==> config.mk <==
export PLATFORM = sky130hd
export DESIGN_NAME = column_gap_text_segmenter_unit
export DESIGN_NICKNAME = d
export VERILOG_FILES = /design/src/hdl/cgts_pkg.sv /design/src/hdl/cgts_front.sv /design/src/hdl/cgts_queue.sv /design/src/hdl/cgts_back.sv /design/src/hdl/column_gap_text_segmenter_unit.sv
export SDC_FILE = /design/constraint.sdc
export NUM_CORES = 1
export LEC_CHECK = 0
export BUFFER_PORTS_ARGS = -buffer_cell sky130_fd_sc_hd__buf_2
export CAP_MARGIN = 10
export CELL_PAD_IN_SITES_DETAIL_PLACEMENT = 1
export CELL_PAD_IN_SITES_GLOBAL_PLACEMENT = 2
export CORE_ASPECT_RATIO = 0.6
export CORE_MARGIN = 2
export CORE_UTILIZATION = 45
export CTS_CLUSTER_SIZE = 30
export DETAILED_ROUTE_END_ITERATION = 10
export PLACE_DENSITY = 0.9
export SLEW_MARGIN = 20
export SYNTH_ARGS = -nofsm -noshare
export SYNTH_HDL_FRONTEND = slang
export SYNTH_SLANG_ARGS = --single-unit
==> constraint.sdc <==
create_clock -name i_clk -period 8.9 [get_ports i_clk]
set_input_delay 1.78 -clock i_clk [delete_from_list [all_inputs] [get_ports i_clk]]
set_output_delay 1.78 -clock i_clk [all_outputs]
set_load 0.01 [all_outputs]
==> src/hdl/cgts_pkg.sv <==
// Shared constants, codes and types for the column gap text segmenter.
// No dependencies; imported by every module of the block.
package cgts_pkg;

    localparam int PIX_W       = 8;
    localparam int BND_W       = 13;
    localparam int CFG_IDX_W   = 8;
    localparam int CFG_DATA_W  = 13;
    localparam int QUEUE_DEPTH = 4;
    localparam int END_MARGIN  = 3;

    localparam int MAX_WIDTH_DEF  = 4096;
    localparam int MAX_HEIGHT_DEF = 4096;

    localparam logic [PIX_W-1:0] THRESHOLD_RST = 8'd250;
    localparam logic [BND_W-1:0] WIDTH_RST     = 13'd1024;
    localparam logic [BND_W-1:0] HEIGHT_RST    = 13'd1024;

    localparam logic [CFG_IDX_W-1:0] CFG_WHITE_THRESHOLD = 8'd0;
    localparam logic [CFG_IDX_W-1:0] CFG_IMAGE_WIDTH     = 8'd1;
    localparam logic [CFG_IDX_W-1:0] CFG_IMAGE_HEIGHT    = 8'd2;

    // Classification of a completed column, handed from front to back.
    typedef struct packed {
        logic white;
        logic last;
    } t_col_flags;

endpackage

==> src/hdl/cgts_front.sv <==
// Front part: accepts pixels, counts rows and columns and classifies each column.
// Depends on cgts_pkg; feeds one record per completed column into cgts_queue.
module cgts_front
    import cgts_pkg::*;
#(
    parameter int COL_W = 12,
    parameter int ROW_W = 12
) (
    input  logic             i_clk,
    input  logic             i_rst_n,
    input  logic             i_take,
    input  logic [PIX_W-1:0] i_pixel_value,
    input  logic [PIX_W-1:0] i_threshold,
    input  logic [BND_W-1:0] i_width,
    input  logic [BND_W-1:0] i_height,
    output logic             o_push,
    output t_col_flags       o_flags,
    output logic [COL_W-1:0] o_col
);

    localparam int RCMP_W = (ROW_W > BND_W ? ROW_W : BND_W) + 1;
    localparam int CCMP_W = (COL_W > BND_W ? COL_W : BND_W) + 1;

    logic [ROW_W-1:0] r_row, n_row;
    logic [COL_W-1:0] r_col, n_col;
    logic             r_all_white, n_all_white;
    logic             white_now;
    logic             col_end;
    logic             img_end;

    always_comb begin
        white_now = r_all_white & (i_pixel_value >= i_threshold);
        // A column ends once the row count reaches the height, even if the
        // height was lowered part way through a column.
        col_end = (RCMP_W'(r_row) + RCMP_W'(1)) >= RCMP_W'(i_height);
        img_end = (CCMP_W'(r_col) + CCMP_W'(1)) >= CCMP_W'(i_width);

        n_row       = r_row;
        n_col       = r_col;
        n_all_white = r_all_white;
        if (i_take) begin
            if (col_end) begin
                n_row       = '0;
                n_all_white = 1'b1;
                n_col       = img_end ? '0 : r_col + COL_W'(1);
            end else begin
                n_row       = r_row + ROW_W'(1);
                n_all_white = white_now;
            end
        end
    end

    always_ff @(posedge i_clk) begin
        if (!i_rst_n) begin
            r_row       <= '0;
            r_col       <= '0;
            r_all_white <= 1'b1;
        end else begin
            r_row       <= n_row;
            r_col       <= n_col;
            r_all_white <= n_all_white;
        end
    end

    assign o_push        = i_take & col_end;
    assign o_flags.white = white_now;
    assign o_flags.last  = img_end;
    assign o_col         = r_col;

endmodule

==> src/hdl/cgts_queue.sv <==
// Short first-in first-out queue of column records between front and back.
// Depends on cgts_pkg for the default depth.
module cgts_queue
    import cgts_pkg::*;
#(
    parameter int W     = 27,
    parameter int DEPTH = QUEUE_DEPTH
) (
    input  logic         i_clk,
    input  logic         i_rst_n,
    input  logic         i_push,
    input  logic [W-1:0] i_data,
    input  logic         i_pop,
    output logic [W-1:0] o_data,
    output logic         o_empty,
    output logic         o_full
);

    localparam int PTR_W = DEPTH > 1 ? $clog2(DEPTH) : 1;
    localparam int CNT_W = $clog2(DEPTH + 1);

    logic [W-1:0]     r_mem [DEPTH];
    logic [PTR_W-1:0] r_wr_ptr, n_wr_ptr;
    logic [PTR_W-1:0] r_rd_ptr, n_rd_ptr;
    logic [CNT_W-1:0] r_count, n_count;

    always_comb begin
        n_wr_ptr = r_wr_ptr;
        n_rd_ptr = r_rd_ptr;
        n_count  = r_count;
        if (i_push) begin
            n_wr_ptr = (r_wr_ptr == PTR_W'(DEPTH - 1)) ? '0 : r_wr_ptr + PTR_W'(1);
        end
        if (i_pop) begin
            n_rd_ptr = (r_rd_ptr == PTR_W'(DEPTH - 1)) ? '0 : r_rd_ptr + PTR_W'(1);
        end
        if (i_push && !i_pop) begin
            n_count = r_count + CNT_W'(1);
        end else if (i_pop && !i_push) begin
            n_count = r_count - CNT_W'(1);
        end
    end

    always_ff @(posedge i_clk) begin
        if (!i_rst_n) begin
            r_wr_ptr <= '0;
            r_rd_ptr <= '0;
            r_count  <= '0;
        end else begin
            r_wr_ptr <= n_wr_ptr;
            r_rd_ptr <= n_rd_ptr;
            r_count  <= n_count;
        end
    end

    always_ff @(posedge i_clk) begin
        if (i_push) begin
            r_mem[r_wr_ptr] <= i_data;
        end
    end

    assign o_data  = r_mem[r_rd_ptr];
    assign o_empty = (r_count == '0);
    assign o_full  = (r_count == CNT_W'(DEPTH));

endmodule

==> src/hdl/cgts_back.sv <==
// Back part: tracks blank-column runs and produces boundary words.
// Depends on cgts_pkg; takes column records from cgts_queue.
module cgts_back
    import cgts_pkg::*;
#(
    parameter int COL_W = 12
) (
    input  logic             i_clk,
    input  logic             i_rst_n,
    input  logic             i_empty,
    input  t_col_flags       i_flags,
    input  logic [COL_W-1:0] i_col,
    input  logic [BND_W-1:0] i_width,
    output logic             o_pop,
    output logic             o_valid,
    input  logic             i_stall,
    output logic [BND_W-1:0] o_boundary_column,
    output logic             o_is_final
);

    localparam int SUM_W = COL_W + 1;
    localparam int MRG_W = BND_W + 1;

    logic             r_inside, n_inside;
    logic             r_has, n_has;
    logic [COL_W-1:0] r_first, n_first;

    logic             r_out_valid, n_out_valid;
    logic [BND_W-1:0] r_out_col, n_out_col;
    logic             r_out_fin, n_out_fin;
    logic             r_pend_valid, n_pend_valid;
    logic [BND_W-1:0] r_pend_col, n_pend_col;

    logic             out_free;
    logic             emit_end;
    logic [SUM_W-1:0] sum_end;
    logic [SUM_W-1:0] sum_last;
    logic [COL_W-1:0] first_eff;
    logic [BND_W-1:0] end_mid;
    logic [BND_W-1:0] last_val;
    logic [BND_W-1:0] val0;
    logic             tail_ok;
    logic             any_out;
    logic             two_out;

    always_comb begin
        out_free = ~r_out_valid | ~i_stall;
        o_pop    = ~i_empty & ~r_pend_valid & out_free;

        // A dark column closes an open run; with no blank column recorded
        // (dark first column) the boundary is column zero.
        emit_end = r_inside & ~i_flags.white;
        sum_end  = SUM_W'(r_first) + SUM_W'(i_col) - SUM_W'(1);
        end_mid  = r_has ? BND_W'(sum_end >> 1) : '0;

        first_eff = r_has ? r_first : i_col;
        sum_last  = SUM_W'(first_eff) + SUM_W'(i_col);
        last_val  = (r_inside & i_flags.white) ? BND_W'(sum_last >> 1) : i_width;
        tail_ok   = (MRG_W'(last_val) + MRG_W'(END_MARGIN)) < MRG_W'(i_width);

        val0    = emit_end ? end_mid : last_val;
        any_out = emit_end | i_flags.last;
        two_out = i_flags.last & (emit_end | tail_ok);

        n_inside = r_inside;
        n_has    = r_has;
        n_first  = r_first;
        if (o_pop) begin
            if (i_flags.last) begin
                n_inside = 1'b1;
                n_has    = 1'b0;
                n_first  = '0;
            end else begin
                if (i_flags.white && !r_has) begin
                    n_first = i_col;
                    n_has   = 1'b1;
                end
                if (emit_end) begin
                    n_inside = 1'b0;
                    n_has    = 1'b0;
                end
                if (i_flags.white) begin
                    n_inside = 1'b1;
                end
            end
        end

        n_out_valid  = r_out_valid;
        n_out_col    = r_out_col;
        n_out_fin    = r_out_fin;
        n_pend_valid = r_pend_valid;
        n_pend_col   = r_pend_col;
        if (out_free) begin
            if (r_pend_valid) begin
                // The second word of a column is always the image width.
                n_out_valid  = 1'b1;
                n_out_col    = r_pend_col;
                n_out_fin    = 1'b1;
                n_pend_valid = 1'b0;
            end else if (o_pop && any_out) begin
                n_out_valid  = 1'b1;
                n_out_col    = val0;
                n_out_fin    = i_flags.last & ~two_out;
                n_pend_valid = two_out;
                n_pend_col   = i_width;
            end else begin
                n_out_valid = 1'b0;
            end
        end
    end

    always_ff @(posedge i_clk) begin
        if (!i_rst_n) begin
            r_inside     <= 1'b1;
            r_has        <= 1'b0;
            r_first      <= '0;
            r_out_valid  <= 1'b0;
            r_pend_valid <= 1'b0;
        end else begin
            r_inside     <= n_inside;
            r_has        <= n_has;
            r_first      <= n_first;
            r_out_valid  <= n_out_valid;
            r_pend_valid <= n_pend_valid;
        end
    end

    always_ff @(posedge i_clk) begin
        r_out_col  <= n_out_col;
        r_out_fin  <= n_out_fin;
        r_pend_col <= n_pend_col;
    end

    assign o_valid           = r_out_valid;
    assign o_boundary_column = r_out_col;
    assign o_is_final        = r_out_fin;

endmodule

==> src/hdl/column_gap_text_segmenter_unit.sv <==
// Channel   Direction  Handshake            Payload
// pixel     in         valid / stall        pixel_value (8)
// boundary  out        valid / stall        boundary_column (13), is_final (1)
// cfg       in         valid / ready        cfg_index (8), cfg_data (13)
//
// One pixel is taken per cycle while the queue is not full; a completed column goes as a
// record through a four-entry queue to the back part, which takes no record while a
// second boundary word is pending, so the single output register sets the limit.
// Pixel stall is raised only while the queue is full, and an output stall backs up
// into the queue first. Reset is synchronous and active low; it restores the
// register defaults and starts a new image with no clearing pass.
// Depends on cgts_pkg, cgts_front, cgts_queue and cgts_back.
module column_gap_text_segmenter_unit
    import cgts_pkg::*;
#(
    parameter int MAX_WIDTH  = MAX_WIDTH_DEF,
    parameter int MAX_HEIGHT = MAX_HEIGHT_DEF
) (
    input  logic                  i_clk,
    input  logic                  i_rst_n,
    input  logic                  i_pixel_valid,
    output logic                  o_pixel_stall,
    input  logic [PIX_W-1:0]      i_pixel_value,
    output logic                  o_boundary_valid,
    input  logic                  i_boundary_stall,
    output logic [BND_W-1:0]      o_boundary_column,
    output logic                  o_is_final,
    input  logic                  i_cfg_valid,
    output logic                  o_cfg_ready,
    input  logic [CFG_IDX_W-1:0]  i_cfg_index,
    input  logic [CFG_DATA_W-1:0] i_cfg_data
);

    localparam int COL_W = $clog2(MAX_WIDTH);
    localparam int ROW_W = MAX_HEIGHT > 1 ? $clog2(MAX_HEIGHT) : 1;
    localparam int REC_W = $bits(t_col_flags) + COL_W + BND_W;

    logic [PIX_W-1:0] r_threshold;
    logic [BND_W-1:0] r_width_cfg;
    logic [BND_W-1:0] r_height_cfg;
    logic [BND_W-1:0] width_eff;
    logic [BND_W-1:0] height_eff;

    logic             q_full;
    logic             q_empty;
    logic             q_pop;
    logic             push;
    t_col_flags       push_flags;
    logic [COL_W-1:0] push_col;
    logic [REC_W-1:0] head;
    t_col_flags       head_flags;
    logic [COL_W-1:0] head_col;
    logic [BND_W-1:0] head_width;

    assign o_cfg_ready = 1'b1;

    always_ff @(posedge i_clk) begin
        if (!i_rst_n) begin
            r_threshold  <= THRESHOLD_RST;
            r_width_cfg  <= WIDTH_RST;
            r_height_cfg <= HEIGHT_RST;
        end else if (i_cfg_valid) begin
            case (i_cfg_index)
                CFG_WHITE_THRESHOLD: r_threshold  <= i_cfg_data[PIX_W-1:0];
                CFG_IMAGE_WIDTH:     r_width_cfg  <= i_cfg_data;
                CFG_IMAGE_HEIGHT:    r_height_cfg <= i_cfg_data;
                default: ;
            endcase
        end
    end

    // Sizes outside the supported range are pulled into it.
    always_comb begin
        if (r_width_cfg == '0) begin
            width_eff = BND_W'(1);
        end else if (int'(r_width_cfg) > MAX_WIDTH) begin
            width_eff = BND_W'(MAX_WIDTH);
        end else begin
            width_eff = r_width_cfg;
        end
        if (r_height_cfg == '0) begin
            height_eff = BND_W'(1);
        end else if (int'(r_height_cfg) > MAX_HEIGHT) begin
            height_eff = BND_W'(MAX_HEIGHT);
        end else begin
            height_eff = r_height_cfg;
        end
    end

    assign o_pixel_stall = q_full;

    cgts_front #(
        .COL_W (COL_W),
        .ROW_W (ROW_W)
    ) u_front (
        .i_clk         (i_clk),
        .i_rst_n       (i_rst_n),
        .i_take        (i_pixel_valid & ~q_full),
        .i_pixel_value (i_pixel_value),
        .i_threshold   (r_threshold),
        .i_width       (width_eff),
        .i_height      (height_eff),
        .o_push        (push),
        .o_flags       (push_flags),
        .o_col         (push_col)
    );

    cgts_queue #(
        .W     (REC_W),
        .DEPTH (QUEUE_DEPTH)
    ) u_queue (
        .i_clk   (i_clk),
        .i_rst_n (i_rst_n),
        .i_push  (push),
        .i_data  ({push_flags, push_col, width_eff}),
        .i_pop   (q_pop),
        .o_data  (head),
        .o_empty (q_empty),
        .o_full  (q_full)
    );

    assign {head_flags, head_col, head_width} = head;

    cgts_back #(
        .COL_W (COL_W)
    ) u_back (
        .i_clk             (i_clk),
        .i_rst_n           (i_rst_n),
        .i_empty           (q_empty),
        .i_flags           (head_flags),
        .i_col             (head_col),
        .i_width           (head_width),
        .o_pop             (q_pop),
        .o_valid           (o_boundary_valid),
        .i_stall           (i_boundary_stall),
        .o_boundary_column (o_boundary_column),
        .o_is_final        (o_is_final)
    );

endmodule
# Word level (Yosys, flattened, before mapping)
# Memories as Yosys holds them, arrays and structs flattened. A register that Yosys moved wholly into a read port is not among the register bits.
# Cells that the tools add are included.
# totals
mem_bits_rw,108
n_memories,1
reg_bits,109
# classes
bitwise,19
n_lt_le_gt_ge,6
n_reduce_logical,25
n_addsub,12
n_mux,34
n_eq_ne,5
# memory_table
name,depth,width,read_ports,rd_clocked_by_memory_dff,write_ports,line_no,rtl
u_queue.r_mem,4,27,1,1,1,cgts_queue.sv:22,logic [W-1:0] r_mem [DEPTH];
# ops
operator,count
2-to-1 mux 13 bit,8
2-to-1 mux 12 bit,6
greater-or-equal comparator 14 x 13 -> 1 bit,2
adder 12 x 1 -> 13 bit (second input constant),2
adder 12 x 12 -> 13 bit,2
> comparator 13 bit (second input constant),2
zero test 13 bit,2
adder 12 x 1 -> 12 bit (second input constant),2
AND reduction 2 bit,8
adder 13 x 2 -> 14 bit (second input constant),1
less-than comparator 14 x 13 -> 1 bit,1
2-to-1 mux 1 bit,14
subtractor 13 x 1 -> 13 bit (second input constant),1
bitwise AND 1 bit,9
equality test 8 x 1 -> 1 bit (second input constant),1
equality test 8 x 2 -> 1 bit (second input constant),1
greater-or-equal comparator 8 bit,1
zero test 8 bit,1
2-to-1 mux 2 bit,4
inverter 1 bit,7
2-to-1 mux 3 bit,2
nonzero test 2 bit,3
nonzero test 3 bit,2
adder 2 x 1 -> 2 bit (second input constant),2
9 further kinds,17

# Logic depth before layout (Yosys ltp)
# Gate-level depths: netlist (run 1).
# depth
ltp_word,10
ltp_mapped,24

# By module
# Synthesis (run 1) repeated with hierarchy kept, for this count alone.
# hier_totals
cells_unflattened,1126
area_unflattened_um2,12374.4
# by_module_without_submodules
module,cells_per_inst,area_per_inst_um2,instances
cgts_queue,185,4401.7,1
cgts_back,460,4035.1,1
cgts_front,306,2318.5,1
column_gap_text_segmenter_unit,175,1619.1,1

# Worst setup path before layout (run 1)
# Ideal clock, no wire load.
# synth_path
path_type,register to register
start,register (tool-made name)
end,"register u_back.r_out_fin (netlist: u_back.o_is_final), data pin"
setup_slack_ps,3511
arrival_time_ps,5135
synth_period_minus_slack_ps,5389
path_stages_with_launch,24
n_path_buf,3
setup_ps,254
required_time_ps,8646
cell_sequence,dfxtp_1 -> buf_6 -> buf_2 -> buf_1 -> mux4_2 -> nand2_1 -> o21ai_0 -> ha_1 -> a211oi_1 -> o21ai_0 -> a2111oi_0 -> nor3_1 -> nor2_1 -> nand3_1 -> nand3b_1 -> xnor2_1 -> ha_1 -> a21o_1 -> a21oi_1 -> o21a_1 -> o211ai_1 -> nand2_1 -> a21oi_1 -> a21o_1
# synth_rtl
element,line_no,rtl
end signal: assignment,cgts_back.sv:130,r_out_fin <= n_out_fin;
end: declaration,cgts_back.sv:30,"logic r_out_fin, n_out_fin;"

==> results of run 1 <==
sequential cells by signal, indices dropped and copies added (netlist names), 2 cells and up, named ones only:
name / cells
r_height_cfg: 13
r_threshold: 8
r_width_cfg: 13
u_back.o_boundary_column: 13
u_back.r_first: 12
u_back.r_pend_col: 13
u_front.o_col: 12
u_front.r_row: 12
u_queue.r_count: 3
u_queue.r_mem: 108
u_queue.r_rd_ptr: 2
u_queue.r_wr_ptr: 2
where the power goes:
group	switching [W]	internal, W
clock	0.000414	0.000541
sequential	0.0000481	0.00121
combinational	0.00104	0.000622
total	0.00150	0.00237
Yosys cell counts, drive strengths merged, types with 15 or more instances:
library cell	count
a21o	27
a21oi	77
a22oi	15
clkbuf	34
dfxtp	84
edfxtp	135
ha	88
inv	96
mux4	27
nand2	144
nand3	30
nor2	56
nor3	17
o21ai	36
xnor2	29
xor2	16
worst paths after layout:
path                         from           endpoint  slack [ns]  cells past startpoint
setup reg to reg             flop  u_back.o_is_final        3.20                     21
hold reg to reg   r_height_cfg[9]    r_height_cfg[9]        0.48                      2
setup / recovery             flop  u_back.o_is_final        3.20                     21
hold / removal    r_height_cfg[9]    r_height_cfg[9]        0.48                      2
stage by stage:
stage          instances  power (W)  hold WS [ns]  cell area (um^2)  utilization
5_1_grt             1482    0.00408         0.510             12900        0.511
4_1_cts             1482    0.00386         0.475             12900        0.511
3_3_place_gp        1440    0.00282         0.437             12200        0.482
3_5_place_dp        1440    0.00289         0.467             12200        0.482
2_1_floorplan       1089    0.00239         0.427             11600            -
6_report            1482    0.00387         0.481             12900        0.511
metal layers:
metal	up-vias	track usage
li1	4027	-
met1	4358	0.382
met2	247	0.372
met3	38	0.0493
met4	0	0.0514
met5	-	0
worst reg2reg max path, stage by stage, from the launching register on:
cell	delay (ns)
dfxtp_2	0.31
buf_4	0.45
mux4_2	0.68
nand2_1	0.09
o21ai_0	0.16
fa_1	0.49
a211oi_1	0.41
o21ai_0	0.24
and4_1	0.24
nor3_1	0.64
nor2_1	0.14
nand3_1	0.15
nand3b_1	0.14
xnor2_1	0.13
ha_1	0.27
a21o_1	0.17
a21oi_1	0.14
o21a_1	0.16
o211ai_1	0.11
nand2_1	0.08
a21oi_1	0.06
a21o_1	0.20
cell type report:
class | count | area share
Clock buffer | 30 | 0.0465
Timing Repair Buffer | 65 | 0.0282
Inverter | 97 | 0.0281
Sequential cell | 219 | 0.444
Clock inverter | 12 | 0.00977
Tap cell | 329 | 0.0318
Multi-Input combinational cell | 730 | 0.412
cell families after synthesis:
group           share of synthesized area
simple gates                        0.132
other cells                      0.000323
fa+ha+maj                           0.100
compound gates                      0.125
xor+xnor                           0.0340
flops                               0.494
mux                                0.0670
buf+inv                            0.0472
==> impl_metrics.json, run 1 <==
{
  "status": "finished clean",
  "fin_crit_ns": 5.70,
  "routed_wl_um": 33400,
  "multi_input_area_um2": 5330,
  "firstDrtPassIters": 4,
  "cts_sinks": 219,
  "finClkSkew_ns": 0.0160,
  "ys_types": 70,
  "grt_pass1_wl_um": 52100,
  "synth.largest_area_cell": "edfxtp_1",
  "cpMaxStageDelayCell": "mux4_2",
  "path_clk_slew_ns": 0.07,
  "die_area_um2": 27100,
  "criticalPathCategory": "reg -> reg",
  "irDropWorstVdd_mv": 0.147,
  "setup_ws_ns": 3.20,
  "final_common_cell": "nand2_1",
  "grt_pass1_vias": 8940,
  "cts_root_buffer": "clkbuf_16",
  "fillers": 2720,
  "num_vias": 8670,
  "start_util": 0.458,
  "fin_setup_tns_ns": 0,
  "grt_max_degree": 74,
  "path_delay_family": "compound AO/OA/AOI/OAI gates",
  "die_x_um": 211,
  "drv_slew": 0,
  "numCtsBuffers": 23,
  "htreeDepth": 1,
  "path_max_fanout": 27,
  "top_layer_used": "met4",
  "postSynthCellCount": 1089,
  "finalNetCount": 1261,
  "power_density_nw_per_um2": 300,
  "holdCritPathClass": "reg -> reg",
  "holdBufCountCts": 0,
  "critPathMaxStageDelay_ns": 0.66,
  "cp_cell_sequence": "buf_4, mux4_2, nand2_1, o21ai_0, fa_1, a211oi_1, o21ai_0, and4_1, nor3_1, nor2_1, nand3_1, nand3b_1, xnor2_1, ha_1, a21o_1, a21oi_1, o21a_1, o211ai_1, nand2_1, a21oi_1, a21o_1",
  "drt_iter0_markers": 824,
  "viasPerCell": 5.85,
  "ys_seq_area_frac": 0.494,
  "worst_skew_pair.late_latency_ns": 0.53,
  "tightest_slew_ns": 0.913,
  "worst_ep_required_time_ns": 9.19,
  "met1_length_um": 16500,
  "setup_violations": 0,
  "crit_path_end_kind": "flop",
  "yosys_warnings": 0,
  "synth-async-reset-ratio": 0,
  "path_buf_inv": 1,
  "syn_avg_cell_area_um2": 10.7,
  "post-dp-hpwl_um": 24200,
  "antenna_left": 0,
  "ys.flop_type": "edfxtp_1",
  "overflow": 0,
  "rsz0062_at_grt": "false",
  "core_area_um2": 25300,
  "track_usage": 0.251,
  "hold_violations": 0,
  "leakage_nw": 5.15,
  "drv_cap": 0,
  "post_cts_resized": 0,
  "ctsLongestPathBuffers": 3,
  "routed-wl-met2_um": 14000,
  "wl_met3_um": 2230,
  "post-route-period-util": 0.640,
  "synth_area_um2": 11600,
  "synth_area_leaders": "edfxtp_1 35%, dfxtp_1 14%, ha_1 9.5%, nand2_1 4.7%, mux4_2 4.3%",
  "synth_seq_cells": 219,
  "antenna_found_initial": 0,
  "gp_congestion": 0.832,
  "fmax_ghz": 0.175,
  "layout-drive-gt1-share": 0.129,
  "syn_nets": 1214,
  "die_h_um": 128,
  "num_antenna_cells": 0,
  "slew_headroom": 0.391,
  "synth-edff-count": 135,
  "post-place-ws_ns": 3.21,
  "area_growth_pct": 11.5,
  "io-pin-count": 51,
  "rows": 45,
  "portBuffers": 49,
  "yosys.area.top_type_share": 0.349,
  "regArea_um2": 5740,
  "cts_tree": "yes",
  "postCtsSetupBuffers": 0,
  "worstPathArrival_ns": 5.99,
  "route.detailed.drc": 0,
  "final_cell_mix": "144 x nand2_1, 135 x edfxtp_1, 96 x inv_1, 88 x ha_1, 83 x dfxtp_1",
  "critical_path.startpoint_type": "flop",
  "routedWlPerCell_um": 22.5
}
Power figures use the tool's default switching activity.
==> inputs of run 2 (changes only) <==
--- a/config.mk
+++ b/config.mk
@@ -5,16 +5,17 @@
 export SDC_FILE = /design/constraint.sdc
 export NUM_CORES = 1
 export LEC_CHECK = 0
+export ABC_AREA = 1
 export BUFFER_PORTS_ARGS = -buffer_cell sky130_fd_sc_hd__buf_2
 export CAP_MARGIN = 10
 export CELL_PAD_IN_SITES_DETAIL_PLACEMENT = 1
 export CELL_PAD_IN_SITES_GLOBAL_PLACEMENT = 2
 export CORE_ASPECT_RATIO = 0.6
 export CORE_MARGIN = 2
-export CORE_UTILIZATION = 45
+export CORE_UTILIZATION = 39
 export CTS_CLUSTER_SIZE = 30
 export DETAILED_ROUTE_END_ITERATION = 10
-export PLACE_DENSITY = 0.9
+export PLACE_DENSITY = 0.84
 export SLEW_MARGIN = 20
 export SYNTH_ARGS = -nofsm -noshare
 export SYNTH_HDL_FRONTEND = slang
==> constraint.sdc (replaced) <==
create_clock -name i_clk -period 5.6 [get_ports i_clk]
set_input_delay 1.12 -clock i_clk [delete_from_list [all_inputs] [get_ports i_clk]]
set_output_delay 1.12 -clock i_clk [all_outputs]
set_load 0.01 [all_outputs]
==> impl_metrics.json, run 2 <==
{
  "status": "finished clean",
  "wl_met3_um": 1810,
  "fin_setup_tns_ns": 0,
  "cts_sinks": 219,
  "post-place-ws_ns": 1.03,
  "htreeDepth": 1,
  "leakage_nw": 5.82,
  "post_cts_resized": 0,
  "switching_power_w": 0.00356,
  "fin_crit_ns": 4.61,
  "track_usage": 0.223,
  "synth.largest_area_cell": "edfxtp_1",
  "fmax_ghz": 0.217,
  "routed_wl_um": 35400,
  "area_growth_pct": 11.1,
  "worst_ep_required_time_ns": 5.89,
  "setup_ws_ns": 0.985,
  "grt_max_degree": 55,
  "fillers": 3557,
  "cts_tree": "yes",
  "syn_avg_cell_area_um2": 8.80,
  "synthTopCellsByCount": "304 x nand2_1, 182 x inv_1, 135 x edfxtp_1, 111 x nor2_1, 90 x o21ai_0",
  "routed-wl-met2_um": 13700,
  "ctsLongestPathBuffers": 3,
  "synth_seq_cells": 219,
  "grt_pass1_wl_um": 55900,
  "io-pin-count": 51,
  "rows": 49,
  "gp_congestion": 0.875,
  "postCtsSetupBuffers": 0,
  "synth-edff-count": 135,
  "setup_violations": 0,
  "cpMaxStageDelayCell": "dfxtp_2",
  "worstPathArrival_ns": 4.90,
  "placed_cell_area_um2": 12700,
  "finalNetCount": 1541,
  "die_area_um2": 32500,
  "start_util": 0.400,
  "ys.flop_type": "edfxtp_1",
  "post-route-period-util": 0.824,
  "ys_types": 59,
  "top_layer_used": "met4",
  "viasPerCell": 5.24,
  "portBuffers": 49,
  "synth-async-reset-ratio": 0,
  "dp_cells": 1799,
  "irDropWorstVdd_mv": 0.323,
  "critPathMaxStageDelay_ns": 0.49,
  "path_clk_slew_ns": 0.06,
  "numCtsBuffers": 23,
  "pwr-share-clk": 0.198,
  "drv_cap": 0,
  "antenna_found_initial": 0,
  "criticalPathCategory": "reg -> reg",
  "cts_root_buffer": "clkbuf_16",
  "critical_path.startpoint_type": "flop",
  "top_register": "u_queue.r_mem",
  "die_h_um": 140,
  "num_vias": 9655,
  "firstDrtPassIters": 5,
  "postSynthCellCount": 1374,
  "synth_area_leaders": "edfxtp_1 34%, dfxtp_1 14%, nand2_1 9.4%, ha_1 9.1%, inv_1 5.6%",
  "routedWlPerCell_um": 19.2,
  "syn_nets": 1499,
  "synth_area_um2": 12100,
  "pwr-share-comb": 0.528,
  "core_area_um2": 30200,
  "tightest_slew_ns": 1.03,
  "route.detailed.drc": 0,
  "yosys.area.top_type_share": 0.335,
  "met1_length_um": 19400,
  "cpMostUsedCell": "nand2_1",
  "num_antenna_cells": 0,
  "final_area_um2": 13400,
  "post-dp-hpwl_um": 26600,
  "final_cell_mix": "304 x nand2_1, 182 x inv_1, 135 x edfxtp_1, 107 x nor2_1, 90 x o21ai_0",
  "power_density_nw_per_um2": 572,
  "hold_violations": 0,
  "swShare": 0.464,
  "layout-drive-gt1-share": 0.107,
  "holdCritPathClass": "reg -> reg",
  "holdBufCountCts": 0,
  "finClkSkew_ns": 0.0236,
  "path_max_fanout": 30,
  "drv_slew": 0,
  "drt_iter0_markers": 572,
  "yosys_warnings": 0,
  "grt_pass1_vias": 9597,
  "antenna_left": 0,
  "die_x_um": 231,
  "fin_util": 0.445,
  "rsz0062_at_grt": "false",
  "ys_seq_area_frac": 0.474,
  "p_seq_frac": 0.273,
  "final_common_cell": "nand2_1",
  "worst_skew_pair.late_latency_ns": 0.54,
  "overflow": 0,
  "crit_path_end_kind": "flop",
  "yosysMostFrequentCell": "nand2_1",
  "slew_headroom": 0.313,
  "finalNonFillerCells": 1841,
  "largest_reg_flops": 108,
  "internal_power_w": 0.00412
}
==> run 2: changes by cell type after synthesis, moves of 24 or more <==
cell | before | now
a21o_1 | 27 | 3
nor2_1 | 55 | 111
nand3_1 | 30 | 68
nand2_1 | 144 | 304
o21ai_0 | 34 | 90
inv_1 | 96 | 182
==> run 2: logic make-up after synthesis <==
| kind of cell | Yosys count | synth area share |
|---|---|---|
| AOI/OAI and AO/OA | 245 | 0.129 |
| xor gates and xnor gates | 33 | 0.0239 |
| adders and majority gates | 91 | 0.0960 |
| buffers and inverters | 241 | 0.0834 |
| DFF | 219 | 0.474 |
| other | 1 | 0.000310 |
| and+or+nand+nor | 544 | 0.193 |
==> run 2: layer usage <==
metal  track usage  up-vias
li1              -     4694
met4        0.0340        0
met3        0.0346       31
met2         0.305      183
met1         0.365     4747
met5             0        -
==> run 2: worst paths after layout <==
path                  startpoint                 to  depth (start not counted)  slack, ns
setup / recovery            flop  u_back.o_is_final                         29       0.99
setup reg to reg            flop  u_back.o_is_final                         29       0.99
hold reg to reg   r_threshold[2]     r_threshold[2]                          2       0.48
hold / removal    r_threshold[2]     r_threshold[2]                          2       0.48
==> run 2: through the flow <==
| step | hold WS [ns] | power, W |
|---|---|---|
| finish | 0.481 | 0.00768 |
| global route | 0.498 | 0.00828 |
| CTS | 0.483 | 0.00766 |
| detailed placement | 0.474 | 0.00610 |
| global placement | 0.450 | 0.00603 |
| floorplan | 0.433 | 0.00487 |
==> run 2: cell type report <==
class | count | area, um^2 | share of cell area
multi-input combinational | 914 | 5360 | 0.399
clock inverter | 8 | 60.1 | 0.00447
timing repair buffer | 61 | 335 | 0.0250
clock buffer | 34 | 689 | 0.0513
tap | 408 | 510 | 0.0380
inverter | 197 | 747 | 0.0556
sequential | 219 | 5740 | 0.427
==> run 2: worst max-delay path: cells and delay by family, from the launching register on <==
family	cells	cell delay [ns]
AOI/OAI and AO/OA	6	1.06
xor gates and xnor gates	1	0.17
adders and majority gates	2	0.50
buffers and inverters	4	0.62
DFF	1	0.49
and+or+nand+nor	16	1.54
==> run 2: power groups by stage <==
| stage | logic, W | clock network, W | registers [W] |
|---|---|---|---|
| after global routing | 0.00454 | 0.00162 | 0.00212 |
| after CTS | 0.00401 | 0.00156 | 0.00210 |
| after detailed placement | 0.00397 | 0 | 0.00213 |
| after global placement | 0.00391 | 0 | 0.00212 |
| after floorplan | 0.00279 | 0 | 0.00208 |
| final | 0.00406 | 0.00152 | 0.00210 |
==> inputs of run 3 (changes only) <==
==> constraint.sdc (replaced) <==
create_clock -name i_clk -period 4.8 [get_ports i_clk]
set_input_delay 0.96 -clock i_clk [delete_from_list [all_inputs] [get_ports i_clk]]
set_output_delay 0.96 -clock i_clk [all_outputs]
set_load 0.01 [all_outputs]
==> impl_metrics.json, run 3 (same netlist as run 2, synthesis figures left out) <==
{
  "p_seq_frac": 0.267,
  "switching_power_w": 0.00420,
  "setup_violations": 0,
  "die_x_um": 231,
  "hold_violations": 0,
  "fmax_ghz": 0.225,
  "io-pin-count": 51,
  "post-place-ws_ns": 0.358,
  "ctsLongestPathBuffers": 3,
  "drv_slew": 0,
  "track_usage": 0.223,
  "criticalPathCategory": "reg -> reg",
  "path_max_fanout": 29,
  "drv_cap": 0,
  "grt_pass1_vias": 9840,
  "slew_headroom": 0.398,
  "met1_length_um": 18900,
  "final_area_um2": 13600,
  "core_area_um2": 30200,
  "fin_crit_ns": 4.44,
  "routed-wl-met2_um": 13900,
  "route.detailed.drc": 0,
  "cts_sinks": 219,
  "swShare": 0.461,
  "num_vias": 9655,
  "rr_endpoint": "u_back.o_is_final",
  "rsz0062_at_grt": "false",
  "die_area_um2": 32500,
  "finalPower_w": 0.00912,
  "status": "finished clean",
  "pwr-share-comb": 0.523,
  "holdBufCountCts": 0,
  "antenna_found_initial": 0,
  "path_clk_slew_ns": 0.06,
  "top_layer_used": "met4",
  "tightest_slew_ns": 0.902,
  "drt_iter0_markers": 689,
  "hp-start": "r_threshold[2]",
  "antenna_left": 0,
  "setup_ws_ns": 0.358,
  "die_h_um": 140,
  "cpMostUsedCell": "nand2_1",
  "leakage_nw": 5.86,
  "num_antenna_cells": 0,
  "finalNetCount": 1546,
  "firstDrtPassIters": 5,
  "cts_root_buffer": "clkbuf_16",
  "wl_met3_um": 2010,
  "layout-drive-gt1-share": 0.114,
  "hold_path_end": "r_threshold[2]",
  "rr_worst_depth": 31,
  "htreeDepth": 1,
  "pwr-share-clk": 0.210,
  "r2r_setup_slack_ns": 0.36,
  "viasPerCell": 5.23,
  "worst_ep_required_time_ns": 5.10,
  "cts_tree": "yes",
  "holdCritPathClass": "reg -> reg",
  "worstPathArrival_ns": 4.74,
  "final_common_cell": "nand2_1",
  "irDropWorstVdd_mv": 0.448,
  "routed_wl_um": 35300,
  "cpMaxStageDelayCell": "dfxtp_2",
  "power_density_nw_per_um2": 672,
  "grt_max_degree": 42,
  "final_cell_mix": "304 x nand2_1, 182 x inv_1, 135 x edfxtp_1, 107 x nor2_1, 89 x o21ai_0",
  "fin_util": 0.449,
  "internal_power_w": 0.00492,
  "hold_depth": 2,
  "placed_cell_area_um2": 12700,
  "overflow": 0,
  "portBuffers": 49,
  "worst_skew_pair.late_latency_ns": 0.56,
  "top_register": "u_queue.r_mem",
  "start_util": 0.400,
  "post-route-period-util": 0.925,
  "critical_path.startpoint_type": "flop",
  "routedWlPerCell_um": 19.1,
  "crit_path_end_kind": "flop",
  "fin_setup_tns_ns": 0,
  "gp_congestion": 0.846,
  "area_growth_pct": 12.2,
  "finClkSkew_ns": 0.0305,
  "rows": 49,
  "critPathMaxStageDelay_ns": 0.39,
  "post-dp-hpwl_um": 26700,
  "numCtsBuffers": 24,
  "grt_pass1_wl_um": 56300,
  "largest_reg_flops": 108
}
[run 3: worst max-delay path, delay by kind of cell, from the launching register on]
family,cells,cell delay [ns]
xor+xnor,1,0.18
buf+inv,4,0.61
compound gates,4,0.60
fa+ha+maj,2,0.53
flops,1,0.39
simple gates,20,1.89
[run 3: power groups by stage]
| stage | Combinational, W | Clock, W | Sequential [W] |
|---|---|---|---|
| CTS | 0.00471 | 0.00194 | 0.00244 |
| detailed placement | 0.00467 | 0 | 0.00247 |
| floorplan | 0.00326 | 0 | 0.00243 |
| global route | 0.00535 | 0.00201 | 0.00246 |
| finish | 0.00477 | 0.00191 | 0.00244 |
| global placement | 0.00454 | 0 | 0.00246 |
[run 3: area by class of cell]
type                       instances  area [um^2]
multi-input combinational        914         5360
clock inverter                    14          173
fill                            3489        16700
clock buffer                      30          653
timing repair buffer              65          382
sequential                       219         5740
tap                              408          510
inverter                         197          747
[run 3: how the worst max path moves through the flow]
| stage | cells past startpoint | slack [ns] | to |
|---|---|---|---|
| global route | 31 | 0.01 | u_back.o_is_final |
| CTS | 31 | 0.33 | u_back.o_is_final |
| global placement | 25 | 0.51 | u_back.o_is_final |
| floorplan | 35 | 0.58 | u_back.o_is_final |
| detailed placement | 31 | 0.36 | u_back.o_is_final |
| finish | 31 | 0.36 | u_back.o_is_final |
[run 3: metrics by stage]
step / hold slack [ns] / std cells
4_1_cts: 0.486 / 1847
6_report: 0.478 / 1847
3_3_place_gp: 0.458 / 1803
3_5_place_dp: 0.471 / 1803
2_1_floorplan: 0.433 / 1374
5_1_grt: 0.514 / 1847
[run 3: timing repair]
| item | CTS | global route |
|---|---|---|
| endpoints found under the setup margin | 0 | 2 |
| buffers inserted | 0 | 0 |
| resized for setup | 0 | 5 |
[run 3: metal layers]
metal  global-route usage  up-vias
li1                     -     4703
met1                0.356     4713
met2                0.315      211
met3               0.0385       28
met4               0.0367        0
met5                    0        -
